--- config.mk ---
export PLATFORM = sky130hd
export DESIGN_NAME = biquad_shelving_filter_flat
export DESIGN_NICKNAME = d
export VERILOG_FILES = /design/src/rtl/bsf_pkg.sv /design/src/rtl/bsf_if.sv /design/src/rtl/bsf_sequencer.sv /design/src/rtl/bsf_datapath.sv /design/src/rtl/biquad_shelving_filter.sv /design/src/flat_wrapper.sv
export SDC_FILE = /design/constraint.sdc
export NUM_CORES = 2
export LEC_CHECK = 0
export BUFFER_PORTS_ARGS = -buffer_cell sky130_fd_sc_hd__buf_2
export CORE_MARGIN = 2
export CORE_UTILIZATION = 30
export DETAILED_ROUTE_END_ITERATION = 6
export SLEW_MARGIN = 10
export SYNTH_ARGS = -nofsm -noshare
export SYNTH_HDL_FRONTEND = slang
export SYNTH_HIERARCHICAL = 1
export SYNTH_SLANG_ARGS = --single-unit
--- constraint.sdc ---
create_clock -name clk -period 23.6 [get_ports clk]
set_input_delay 3.54 -clock clk [delete_from_list [all_inputs] [get_ports clk]]
set_output_delay 3.54 -clock clk [all_outputs]
set_load 0.02 [all_outputs]
--- src/rtl/bsf_pkg.sv ---
package bsf_pkg;

	localparam int SAMPLE_WIDTH_DEF   = 24;
	localparam int COEF_FRAC_BITS_DEF = 27;
	localparam int COEF_W             = 32;
	localparam int DELAY_W            = 48;
	localparam int GUARD_BITS         = 16;
	localparam int NUM_COEFS          = 5;
	localparam int CFG_IDX_W          = 3;
	localparam int STEP_W             = 3;

	localparam logic signed [COEF_W-1:0] COEF_B0_RESET = 32'sd134217728;

	typedef logic [STEP_W-1:0] step_t;

	localparam step_t STEP_IDLE   = 3'd0;
	localparam step_t STEP_MUL_B0 = 3'd1;
	localparam step_t STEP_MUL_B1 = 3'd2;
	localparam step_t STEP_MUL_B2 = 3'd3;
	localparam step_t STEP_MUL_A1 = 3'd4;
	localparam step_t STEP_MUL_A2 = 3'd5;
	localparam step_t STEP_WAIT   = 3'd6;
	localparam step_t STEP_COMMIT = 3'd7;

	typedef enum logic [CFG_IDX_W-1:0] {
		COEF_B0 = 3'd0,
		COEF_B1 = 3'd1,
		COEF_B2 = 3'd2,
		COEF_A1 = 3'd3,
		COEF_A2 = 3'd4
	} coef_sel_t;

	typedef enum logic [1:0] {
		JC_NONE,
		JC_ALWAYS,
		JC_NO_IN,
		JC_OUT_FULL
	} jcond_t;

	typedef enum logic {
		SRC_X,
		SRC_Y
	} mul_src_t;

	typedef enum logic [2:0] {
		ASEL_ZERO,
		ASEL_D1,
		ASEL_D2,
		ASEL_ACC,
		ASEL_ACC2
	} asel_t;

	typedef enum logic [1:0] {
		DST_NONE,
		DST_ACC,
		DST_ACC2,
		DST_D2
	} dst_t;

	typedef struct packed {
		logic      take;
		jcond_t    jcond;
		step_t     jtarget;
		logic      mul_en;
		coef_sel_t mul_coef;
		mul_src_t  mul_src;
		asel_t     asel;
		logic      sub;
		dst_t      dst;
		logic      y_ld;
		logic      d1_ld;
		logic      out_ld;
	} ctrl_t;

	localparam ctrl_t CTRL_NOP = '{
		take:     1'b0,
		jcond:    JC_NONE,
		jtarget:  STEP_IDLE,
		mul_en:   1'b0,
		mul_coef: COEF_B0,
		mul_src:  SRC_X,
		asel:     ASEL_ZERO,
		sub:      1'b0,
		dst:      DST_NONE,
		y_ld:     1'b0,
		d1_ld:    1'b0,
		out_ld:   1'b0
	};

	// Microprogram: each product is summed next step; a2's at commit.
	function automatic ctrl_t ucode(input step_t pc);
		ctrl_t c;
		c = CTRL_NOP;
		unique case (pc)
			STEP_IDLE: begin
				c.take    = 1'b1;
				c.jcond   = JC_NO_IN;
				c.jtarget = STEP_IDLE;
			end
			STEP_MUL_B0: begin
				c.mul_en   = 1'b1;
				c.mul_coef = COEF_B0;
				c.mul_src  = SRC_X;
			end
			STEP_MUL_B1: begin
				c.mul_en   = 1'b1;
				c.mul_coef = COEF_B1;
				c.mul_src  = SRC_X;
				c.asel     = ASEL_D1;
				c.dst      = DST_ACC;
			end
			STEP_MUL_B2: begin
				c.mul_en   = 1'b1;
				c.mul_coef = COEF_B2;
				c.mul_src  = SRC_X;
				c.y_ld     = 1'b1;
				c.asel     = ASEL_D2;
				c.dst      = DST_ACC;
			end
			STEP_MUL_A1: begin
				c.mul_en   = 1'b1;
				c.mul_coef = COEF_A1;
				c.mul_src  = SRC_Y;
				c.asel     = ASEL_ZERO;
				c.dst      = DST_ACC2;
			end
			STEP_MUL_A2: begin
				c.mul_en   = 1'b1;
				c.mul_coef = COEF_A2;
				c.mul_src  = SRC_Y;
				c.asel     = ASEL_ACC;
				c.sub      = 1'b1;
				c.dst      = DST_ACC;
			end
			STEP_WAIT: begin
				c.jcond   = JC_OUT_FULL;
				c.jtarget = STEP_WAIT;
			end
			STEP_COMMIT: begin
				c.asel    = ASEL_ACC2;
				c.sub     = 1'b1;
				c.dst     = DST_D2;
				c.d1_ld   = 1'b1;
				c.out_ld  = 1'b1;
				c.jcond   = JC_ALWAYS;
				c.jtarget = STEP_IDLE;
			end
		endcase
		return c;
	endfunction

endpackage

--- src/rtl/bsf_if.sv ---
interface bsf_in_if #(
	parameter int SAMPLE_WIDTH = bsf_pkg::SAMPLE_WIDTH_DEF
) ();
	logic                           valid;
	logic                           ready;
	logic signed [SAMPLE_WIDTH-1:0] sample_in;

	modport source (output valid, output sample_in, input ready);
	modport sink (input valid, input sample_in, output ready);
endinterface

interface bsf_out_if #(
	parameter int SAMPLE_WIDTH = bsf_pkg::SAMPLE_WIDTH_DEF
) ();
	logic                           valid;
	logic                           ready;
	logic signed [SAMPLE_WIDTH-1:0] sample_out;

	modport source (output valid, output sample_out, input ready);
	modport sink (input valid, input sample_out, output ready);
endinterface

--- src/rtl/bsf_sequencer.sv ---
module bsf_sequencer (
	input  logic            clk,
	input  logic            arst_n,
	input  logic            in_valid,
	input  logic            out_full,
	output logic            in_ready,
	output bsf_pkg::ctrl_t  ctrl
);

	bsf_pkg::step_t pc_q;
	bsf_pkg::step_t pc_next;
	logic           jump;

	always_comb begin
		ctrl     = bsf_pkg::ucode(pc_q);
		in_ready = ctrl.take;
		unique case (ctrl.jcond)
			bsf_pkg::JC_NONE:     jump = 1'b0;
			bsf_pkg::JC_ALWAYS:   jump = 1'b1;
			bsf_pkg::JC_NO_IN:    jump = !in_valid;
			bsf_pkg::JC_OUT_FULL: jump = out_full;
		endcase
		pc_next = jump ? ctrl.jtarget : pc_q + bsf_pkg::step_t'(1);
	end

	always_ff @(posedge clk or negedge arst_n) begin
		if (!arst_n) begin
			pc_q <= bsf_pkg::STEP_IDLE;
		end else begin
			pc_q <= pc_next;
		end
	end

endmodule

--- src/rtl/bsf_datapath.sv ---
module bsf_datapath #(
	parameter int SAMPLE_WIDTH   = bsf_pkg::SAMPLE_WIDTH_DEF,
	parameter int COEF_FRAC_BITS = bsf_pkg::COEF_FRAC_BITS_DEF
) (
	input  logic                                clk,
	input  logic                                arst_n,
	input  bsf_pkg::ctrl_t                      ctrl,
	input  logic                                x_ld,
	input  logic signed [SAMPLE_WIDTH-1:0]      sample_in,
	input  logic signed [bsf_pkg::COEF_W-1:0]   coef [bsf_pkg::NUM_COEFS],
	output logic signed [SAMPLE_WIDTH-1:0]      y
);

	localparam int COEF_W     = bsf_pkg::COEF_W;
	localparam int DELAY_W    = bsf_pkg::DELAY_W;
	localparam int GUARD      = bsf_pkg::GUARD_BITS;
	localparam int PROD_SHIFT = COEF_FRAC_BITS - GUARD;
	localparam int PROD_W     = COEF_W + SAMPLE_WIDTH;
	localparam int SH_W       = PROD_W - PROD_SHIFT;
	localparam int ACC_W      = ((SH_W > DELAY_W) ? SH_W : DELAY_W) + 2;
	localparam int RND_W      = ACC_W + 1 - GUARD;

	localparam logic signed [ACC_W:0] RND_HALF = (ACC_W+1)'(1) <<< (GUARD - 1);

	logic signed [SAMPLE_WIDTH-1:0] x_q;
	logic signed [SAMPLE_WIDTH-1:0] y_q;
	logic signed [PROD_W-1:0]       prod_q;
	logic signed [ACC_W-1:0]        acc_q;
	logic signed [ACC_W-1:0]        acc2_q;
	logic signed [DELAY_W-1:0]      d1_q;
	logic signed [DELAY_W-1:0]      d2_q;

	logic signed [COEF_W-1:0]       mul_c;
	logic signed [SAMPLE_WIDTH-1:0] mul_s;
	logic signed [ACC_W-1:0]        prod_sh;
	logic signed [ACC_W-1:0]        add_a;
	logic signed [ACC_W-1:0]        sum;
	logic signed [ACC_W:0]          acc_rnd;
	logic        [RND_W-1:0]        y_wide;
	logic        [RND_W-SAMPLE_WIDTH:0] y_top;
	logic signed [SAMPLE_WIDTH-1:0] y_sat;

	function automatic logic signed [DELAY_W-1:0] sat_delay(input logic signed [ACC_W-1:0] v);
		logic [ACC_W-DELAY_W:0] top;
		top = v[ACC_W-1:DELAY_W-1];
		if (&top || ~|top) begin
			return v[DELAY_W-1:0];
		end
		return {v[ACC_W-1], {(DELAY_W-1){~v[ACC_W-1]}}};
	endfunction

	always_comb begin
		unique case (ctrl.mul_coef)
			bsf_pkg::COEF_B0: mul_c = coef[0];
			bsf_pkg::COEF_B1: mul_c = coef[1];
			bsf_pkg::COEF_B2: mul_c = coef[2];
			bsf_pkg::COEF_A1: mul_c = coef[3];
			bsf_pkg::COEF_A2: mul_c = coef[4];
			default:          mul_c = coef[0];
		endcase
		mul_s = (ctrl.mul_src == bsf_pkg::SRC_Y) ? y_q : x_q;

		prod_sh = {{(ACC_W-SH_W){prod_q[PROD_W-1]}}, prod_q[PROD_W-1:PROD_SHIFT]};

		unique case (ctrl.asel)
			bsf_pkg::ASEL_ZERO: add_a = '0;
			bsf_pkg::ASEL_D1:   add_a = {{(ACC_W-DELAY_W){d1_q[DELAY_W-1]}}, d1_q};
			bsf_pkg::ASEL_D2:   add_a = {{(ACC_W-DELAY_W){d2_q[DELAY_W-1]}}, d2_q};
			bsf_pkg::ASEL_ACC:  add_a = acc_q;
			bsf_pkg::ASEL_ACC2: add_a = acc2_q;
			default:            add_a = '0;
		endcase
		sum = ctrl.sub ? add_a - prod_sh : add_a + prod_sh;

		// Round half up to the sample format, then saturate.
		acc_rnd = {acc_q[ACC_W-1], acc_q} + RND_HALF;
		y_wide  = acc_rnd[ACC_W:GUARD];
		y_top   = y_wide[RND_W-1:SAMPLE_WIDTH-1];
		if (&y_top || ~|y_top) begin
			y_sat = y_wide[SAMPLE_WIDTH-1:0];
		end else begin
			y_sat = {y_wide[RND_W-1], {(SAMPLE_WIDTH-1){~y_wide[RND_W-1]}}};
		end
	end

	always_ff @(posedge clk) begin
		if (x_ld) begin
			x_q <= sample_in;
		end
		if (ctrl.mul_en) begin
			prod_q <= mul_c * mul_s;
		end
		if (ctrl.y_ld) begin
			y_q <= y_sat;
		end
		if (ctrl.dst == bsf_pkg::DST_ACC) begin
			acc_q <= sum;
		end
		if (ctrl.dst == bsf_pkg::DST_ACC2) begin
			acc2_q <= sum;
		end
	end

	always_ff @(posedge clk or negedge arst_n) begin
		if (!arst_n) begin
			d1_q <= '0;
			d2_q <= '0;
		end else begin
			if (ctrl.d1_ld) begin
				d1_q <= sat_delay(acc_q);
			end
			if (ctrl.dst == bsf_pkg::DST_D2) begin
				d2_q <= sat_delay(sum);
			end
		end
	end

	assign y = y_q;

endmodule

--- src/rtl/biquad_shelving_filter.sv ---
// Second-order IIR section in transposed direct form II. Each accepted item on
// in_ch (a signed Q1.23 sample) gives one item on out_ch, rounded half up and
// saturated to the sample range. Coefficients b0, b1, b2, a1 and a2 are signed
// Q5.27 and are written at indexes 0 to 4 of the configuration port; after
// reset the section passes samples through unchanged. A sample is taken in the
// idle step of the eight-step microprogram and runs through the multiply steps,
// the wait step and the commit step, which loads the output register; no new
// sample is taken before that. The microprogram drives the single shared
// coefficient-by-sample multiplier five times per sample. The result sits in
// an output register, so the next sample is accepted while it waits to be
// taken; that sample then holds in the wait step until that result is taken.
module biquad_shelving_filter #(
	parameter int SAMPLE_WIDTH   = bsf_pkg::SAMPLE_WIDTH_DEF,
	parameter int COEF_FRAC_BITS = bsf_pkg::COEF_FRAC_BITS_DEF
) (
	input  logic                              clk,
	input  logic                              arst_n,
	bsf_in_if.sink                            in_ch,
	bsf_out_if.source                         out_ch,
	input  logic                              cfg_we,
	input  logic [bsf_pkg::CFG_IDX_W-1:0]     cfg_index,
	input  logic [bsf_pkg::COEF_W-1:0]        cfg_data
);

	logic signed [bsf_pkg::COEF_W-1:0] coef_q [bsf_pkg::NUM_COEFS];
	logic                              out_valid_q;
	logic signed [SAMPLE_WIDTH-1:0]    out_data_q;
	logic signed [SAMPLE_WIDTH-1:0]    y;
	logic                              in_ready;
	logic                              out_full;
	bsf_pkg::ctrl_t                    ctrl;

	assign out_full      = out_valid_q && !out_ch.ready;
	assign in_ch.ready   = in_ready;
	assign out_ch.valid  = out_valid_q;
	assign out_ch.sample_out = out_data_q;

	always_ff @(posedge clk or negedge arst_n) begin
		if (!arst_n) begin
			coef_q[0] <= bsf_pkg::COEF_B0_RESET;
			for (int i = 1; i < bsf_pkg::NUM_COEFS; i++) begin
				coef_q[i] <= '0;
			end
		end else if (cfg_we && (cfg_index < bsf_pkg::CFG_IDX_W'(bsf_pkg::NUM_COEFS))) begin
			coef_q[cfg_index] <= cfg_data;
		end
	end

	always_ff @(posedge clk or negedge arst_n) begin
		if (!arst_n) begin
			out_valid_q <= 1'b0;
		end else if (ctrl.out_ld) begin
			out_valid_q <= 1'b1;
		end else if (out_ch.ready) begin
			out_valid_q <= 1'b0;
		end
	end

	always_ff @(posedge clk) begin
		if (ctrl.out_ld) begin
			out_data_q <= y;
		end
	end

	bsf_sequencer u_seq (
		.clk      (clk),
		.arst_n   (arst_n),
		.in_valid (in_ch.valid),
		.out_full (out_full),
		.in_ready (in_ready),
		.ctrl     (ctrl)
	);

	bsf_datapath #(
		.SAMPLE_WIDTH   (SAMPLE_WIDTH),
		.COEF_FRAC_BITS (COEF_FRAC_BITS)
	) u_dp (
		.clk       (clk),
		.arst_n    (arst_n),
		.ctrl      (ctrl),
		.x_ld      (in_ch.valid && in_ready),
		.sample_in (in_ch.sample_in),
		.coef      (coef_q),
		.y         (y)
	);

endmodule

--- src/flat_wrapper.sv ---
// flat-port wrapper written by rule: the top's interface ports become plain ports
module biquad_shelving_filter_flat 
#(
	parameter int SAMPLE_WIDTH   = bsf_pkg::SAMPLE_WIDTH_DEF,
	parameter int COEF_FRAC_BITS = bsf_pkg::COEF_FRAC_BITS_DEF
)
  (clk, arst_n, cfg_we, cfg_index, cfg_data, in_ch_valid, in_ch_sample_in, in_ch_ready, out_ch_valid, out_ch_sample_out, out_ch_ready);
  bsf_in_if #(.SAMPLE_WIDTH(SAMPLE_WIDTH)) in_ch_i ();
  bsf_out_if #(.SAMPLE_WIDTH(SAMPLE_WIDTH)) out_ch_i ();
  input  logic clk;
  input  logic arst_n;
  input  logic cfg_we;
  input  logic [bsf_pkg::CFG_IDX_W-1:0] cfg_index;
  input  logic [bsf_pkg::COEF_W-1:0] cfg_data;
  input wire logic [$bits(in_ch_i.valid)-1:0] in_ch_valid;
  input wire logic [$bits(in_ch_i.sample_in)-1:0] in_ch_sample_in;
  output wire logic [$bits(in_ch_i.ready)-1:0] in_ch_ready;
  output wire logic [$bits(out_ch_i.valid)-1:0] out_ch_valid;
  output wire logic [$bits(out_ch_i.sample_out)-1:0] out_ch_sample_out;
  input wire logic [$bits(out_ch_i.ready)-1:0] out_ch_ready;
  assign in_ch_i.valid = in_ch_valid;
  assign in_ch_i.sample_in = in_ch_sample_in;
  assign in_ch_ready = in_ch_i.ready;
  assign out_ch_valid = out_ch_i.valid;
  assign out_ch_sample_out = out_ch_i.sample_out;
  assign out_ch_i.ready = out_ch_ready;
  biquad_shelving_filter #(.SAMPLE_WIDTH(SAMPLE_WIDTH), .COEF_FRAC_BITS(COEF_FRAC_BITS)) u_core (.clk(clk), .arst_n(arst_n), .in_ch(in_ch_i), .out_ch(out_ch_i), .cfg_we(cfg_we), .cfg_index(cfg_index), .cfg_data(cfg_data));
endmodule
**After elaboration in Yosys (flattened, before gate mapping)**

Index checks and enable logic that the tools add are counted.

- Output and inout port bits: 26
- Logic and storage cells: 99
- Bits of input ports: 64
- Bits in registers: 488

- Muxes and demuxes: 28
- Add/sub/neg operators: 4
- Magnitude comparators: 3
- Equal/unequal tests: 21
- Reduce and logical (&&, ||, !) cells: 23
- Multipliers: 1
- Bitwise gates (word level): 4

Operator list:

| operator | count |
|---|---|
| $pmux W50 S4 | 1 |
| $mux W48 | 4 |
| $bwmux W160 | 1 |
| $pmux W32 S4 | 1 |
| $demux W32 S3 | 1 |
| $mul A32 B24 Y56 | 1 |
| $add A50 B17 Y51 const B | 1 |
| $add A50 B45 Y50 | 1 |
| $mux W50 | 1 |
| $sub A50 B45 Y50 | 1 |
| $mux W24 | 2 |
| $mux W32 | 1 |
| $pmux W5 S5 | 1 |
| $eq A3 B2 Y1 const B | 6 |
| $eq A3 B3 Y1 const B | 6 |
| $pmux W5 S3 | 1 |
| $pmux W3 S4 | 1 |
| $reduce_and A12 Y1 | 1 |
| $reduce_or A12 Y1 | 1 |
| $eq A3 B1 Y1 const B | 3 |
| $mux W1 | 9 |
| $reduce_or A3 Y1 | 3 |
| $eq A2 B2 Y1 const B | 4 |
| $pmux W2 S3 | 1 |
| other kinds (18) | 31 |

**Depth between registers and ports, before layout**

- Depth after elaboration: 12
- Gate-level depth with buffers: 40
- Mapped depth without buffers: 35

**Modules after synthesis**

The synthesis kept the hierarchy.

Modules (own cells, without submodules):

| module | seq. area each (sq um) | cells an instance | area each (sq um) | instances |
|---|---|---|---|---|
| bsf_datapath | 8197.9 | 4599 | 42844.8 | 1 |
| biquad_shelving_filter | 4750.8 | 371 | 6931.6 | 1 |
| bsf_sequencer | 75.1 | 58 | 419.2 | 1 |

**Least setup slack after synthesis**

OpenSTA, ideal clock, no wires.

- Path kind: reg2reg
- Start point: register u_core.u_seq.pc_q[2]
- End point: register u_core.u_dp.prod_q[49], data pin
- Arrival: 8.940 ns
- Stages on the path, launching flop included: 33
- Setup slack: 14.401 ns
- Required time: 23.341 ns
- Library setup time: 0.259 ns
- Clock period less this slack: 9.199 ns
- Buffers on the path: 5
- Cells stage by stage: dfrtp_1 > buf_2 > inv_1 > ha_1 > nor3_1 > o21ai_0 > buf_2 > nor3b_1 > clkbuf_1 > nand2_1 > nand4_1 > clkbuf_1 > nand2_1 > fa_1 > fa_1 > inv_1 > fa_1 > fa_1 > fa_1 > fa_1 > inv_1 > fa_1 > inv_1 > ha_1 > clkbuf_1 > nand4_1 > or3_1 > a211o_1 > a21bo_2 > a2111oi_0 > o21ai_1 > o21ai_0 > xnor2_1

RTL lines:

| what | RTL line | text |
|---|---|---|
| from (decl) | bsf_sequencer.sv:10 | `bsf_pkg::step_t pc_q;` |
| from (signal assigned) | bsf_sequencer.sv:28 | `pc_q <= bsf_pkg::STEP_IDLE;` |
| from (signal assigned) | bsf_sequencer.sv:30 | `pc_q <= pc_next;` |
| to (signal assigned) | bsf_datapath.sv:91 | `prod_q <= mul_c * mul_s;` |
| to (decl) | bsf_datapath.sv:27 | `logic signed [PROD_W-1:0] prod_q;` |

==> results.py <==
metrics = {
    "run_status": {
        "status": "finished, final reports clean",
    },
    "route": {
        "drc": 0,
        "drtIter0Drc": 3423,
        "firstDrtPassIters": 5,
        "drt-total-wl_mm": 151,
        "postRouteAntennaNets": 0,
        "post_drt_wl_per_cell_um": 21.0,
        "via_count": 36600,
        "vias_per_cell": 5.08,
    },
    "place": {
        "place_inst": 7126,
        "port_buffers": 89,
        "place.gp.congestion": 0.977,
        "dp_hpwl_mm": 116,
        "pre_cts_slack_ns": 12.30,
    },
    "critical_path": {
        "worstSetupPathType": "reg2reg",
        "critPathBufInv": 6,
        "worstPathMaxFanout": 27,
        "cp-end-kind": "flop",
        "start_kind": "flop",
        "cp.required_ns": 23.98,
        "cpMostUsedCell": "fa_1",
        "critPathTopFamily": "adder cells",
        "max_stage_delay_ns": 0.74,
        "slowest_stage": "nor3b_2",
        "worstPathArrival_ns": 11.44,
    },
    "hold_path": {
        "hold_class": "reg2reg",
    },
    "cts": {
        "clock-sinks": 477,
        "holdBufCountCts": 0,
        "cts_htree_levels": 2,
        "cts_root_buf": "clkbuf_16",
        "cts.clk_slew.worst_paths_ns": 0.06,
        "clk_latency_ns": 0.63,
        "cts_tree": "built",
        "cts_made_buffers": 49,
        "cts_setup_buffers": 0,
        "cts_buffer_depth": 3,
        "post_cts_resized": 0,
    },
    "die": {
        "fp.dieW_um": 413,
        "die-area_um2": 170000,
        "design.core.area_um2": 167000,
        "initial_core_util": 0.301,
        "fp.dieH_um": 413,
        "rows": 150,
        "num_io_pins": 90,
    },
    "global_routing": {
        "grt_pass1_vias": 38100,
        "grtUsageTotal": 0.178,
        "antenna_found_initial": 7,
        "grt_max_degree": 89,
        "overflow": 0,
        "grt_pass1_wl_mm": 232,
    },
    "cells_and_area": {
        "n_fill_cell": 17100,
        "instances_no_fill": 7215,
        "drive_above_1_share": 0.0946,
        "areaGrowthSynthToFinish_pct": 8.75,
        "nNetsFinal": 6024,
    },
    "timing": {
        "hold_viol_final": 0,
        "worst_slack_ns": 12.53,
        "finalCritPeriodShare": 0.469,
        "relSlewSlack": 0.144,
        "max_clock_freq_mhz": 90.4,
        "fin_setup_tns_ns": 0,
        "fin_skew_ns": 0.0191,
        "setup_viol_count_final": 0,
        "rsz0062_at_grt": "false",
        "tightest_slew_ns": 1.25,
        "maxSlewViolCount": 0,
        "fin_crit_ns": 11.07,
        "whs_ns": 0.445,
    },
    "yosys": {
        "syn-num-nets": 6071,
        "synth_area_per_cell_um2": 9.99,
        "netlist_area_um2": 50200,
        "ys_warn_count": 6,
        "syn_inst": 5020,
    },
    "flow_run": {
        "drv_cap": 0,
    },
}
[final cells by class]
class,instances,area [um2],share of cell area
timing repair buffer,158,973,0.0178
sequential,477,13000,0.239
clock buffer,65,1330,0.0243
inverter,833,3130,0.0573
antenna,1,2.50,0.0000459
clock inverter,23,219,0.00401
multi-input combinational,3454,33100,0.607
tap,2204,2760,0.0506
[metal layers]
metal / vias up / global-route usage / part of all wire
li1: 16000 / - / -
met1: 18800 / 0.251 / 0.44
met2: 1560 / 0.271 / 0.43
met3: 289 / 0.0433 / 0.096
met4: 4 / 0.0503 / 0.032
met5: - / 0 / 0.00011
[path summary, 6_finish.rpt]
check,from,endpoint,slack (ns),cells past startpoint
min in group asynchronous,arst_n,u_core/out_ch.valid,2.91,1
worst max-delay path,u_core/u_seq/pc_q[2],u_core/u_dp/prod_q[49],12.53,29
worst max register to register,u_core/u_seq/pc_q[2],u_core/u_dp/prod_q[49],12.53,29
worst min-delay path,u_core/u_dp/y[3],u_core/out_ch.sample_out[3],0.45,0
worst min register to register,u_core/u_dp/y[3],u_core/out_ch.sample_out[3],0.45,0
max in group asynchronous,arst_n,u_core/coef_q[85],17.75,4
[cells in the final DEF, fill, tap and decap left out, types with 23 or more instances in the layout]
cell type / instances
a21o_1: 52
a21oi_1: 190
a22oi_1: 122
and4_1: 32
buf_2: 88
buf_4: 69
clkbuf_16: 49
dfrtp_1: 259
edfxtp_1: 217
fa_1: 783
ha_1: 203
inv_1: 832
mux2_2: 130
mux2_4: 30
nand2_1: 631
nand2b_1: 49
nand3_1: 40
nand4_1: 52
nor2_1: 517
nor3_1: 27
o21ai_0: 65
o311a_1: 23
xnor2_1: 120
xor2_1: 51
[worst register-to-register path: cells and delay by family, from the launching register on]
family | cells | cell delay (ns)
adders and majority gates | 9 | 4.17
AOI/OAI and AO/OA | 6 | 2.47
and+or+nand+nor | 7 | 2.36
buffers and inverters | 6 | 1.23
DFF | 1 | 0.51
xor gates and xnor gates | 1 | 0.09
[sequential cells by signal, indices dropped and copies added (netlist names), 45 cells and up]
| register | count |
|---|---|
| u_core/u_dp/d1_q | 48 |
| u_core/u_dp/acc_q | 50 |
| u_core/u_dp/d2_q | 48 |
| u_core/coef_q | 160 |
| u_core/u_dp/acc2_q | 50 |
| u_core/u_dp/prod_q | 45 |
[per-stage QoR]
stage	util	instance area [um2]
finish	0.327	54500
global route	0.327	54500
detailed placement	0.318	53000
CTS	0.327	54500
floorplan	-	50200
global placement	0.318	53000
Power is left out: the tool's default activity adds up to more than one toggle a clock period on the data nets, which glitch-free logic cannot reach.
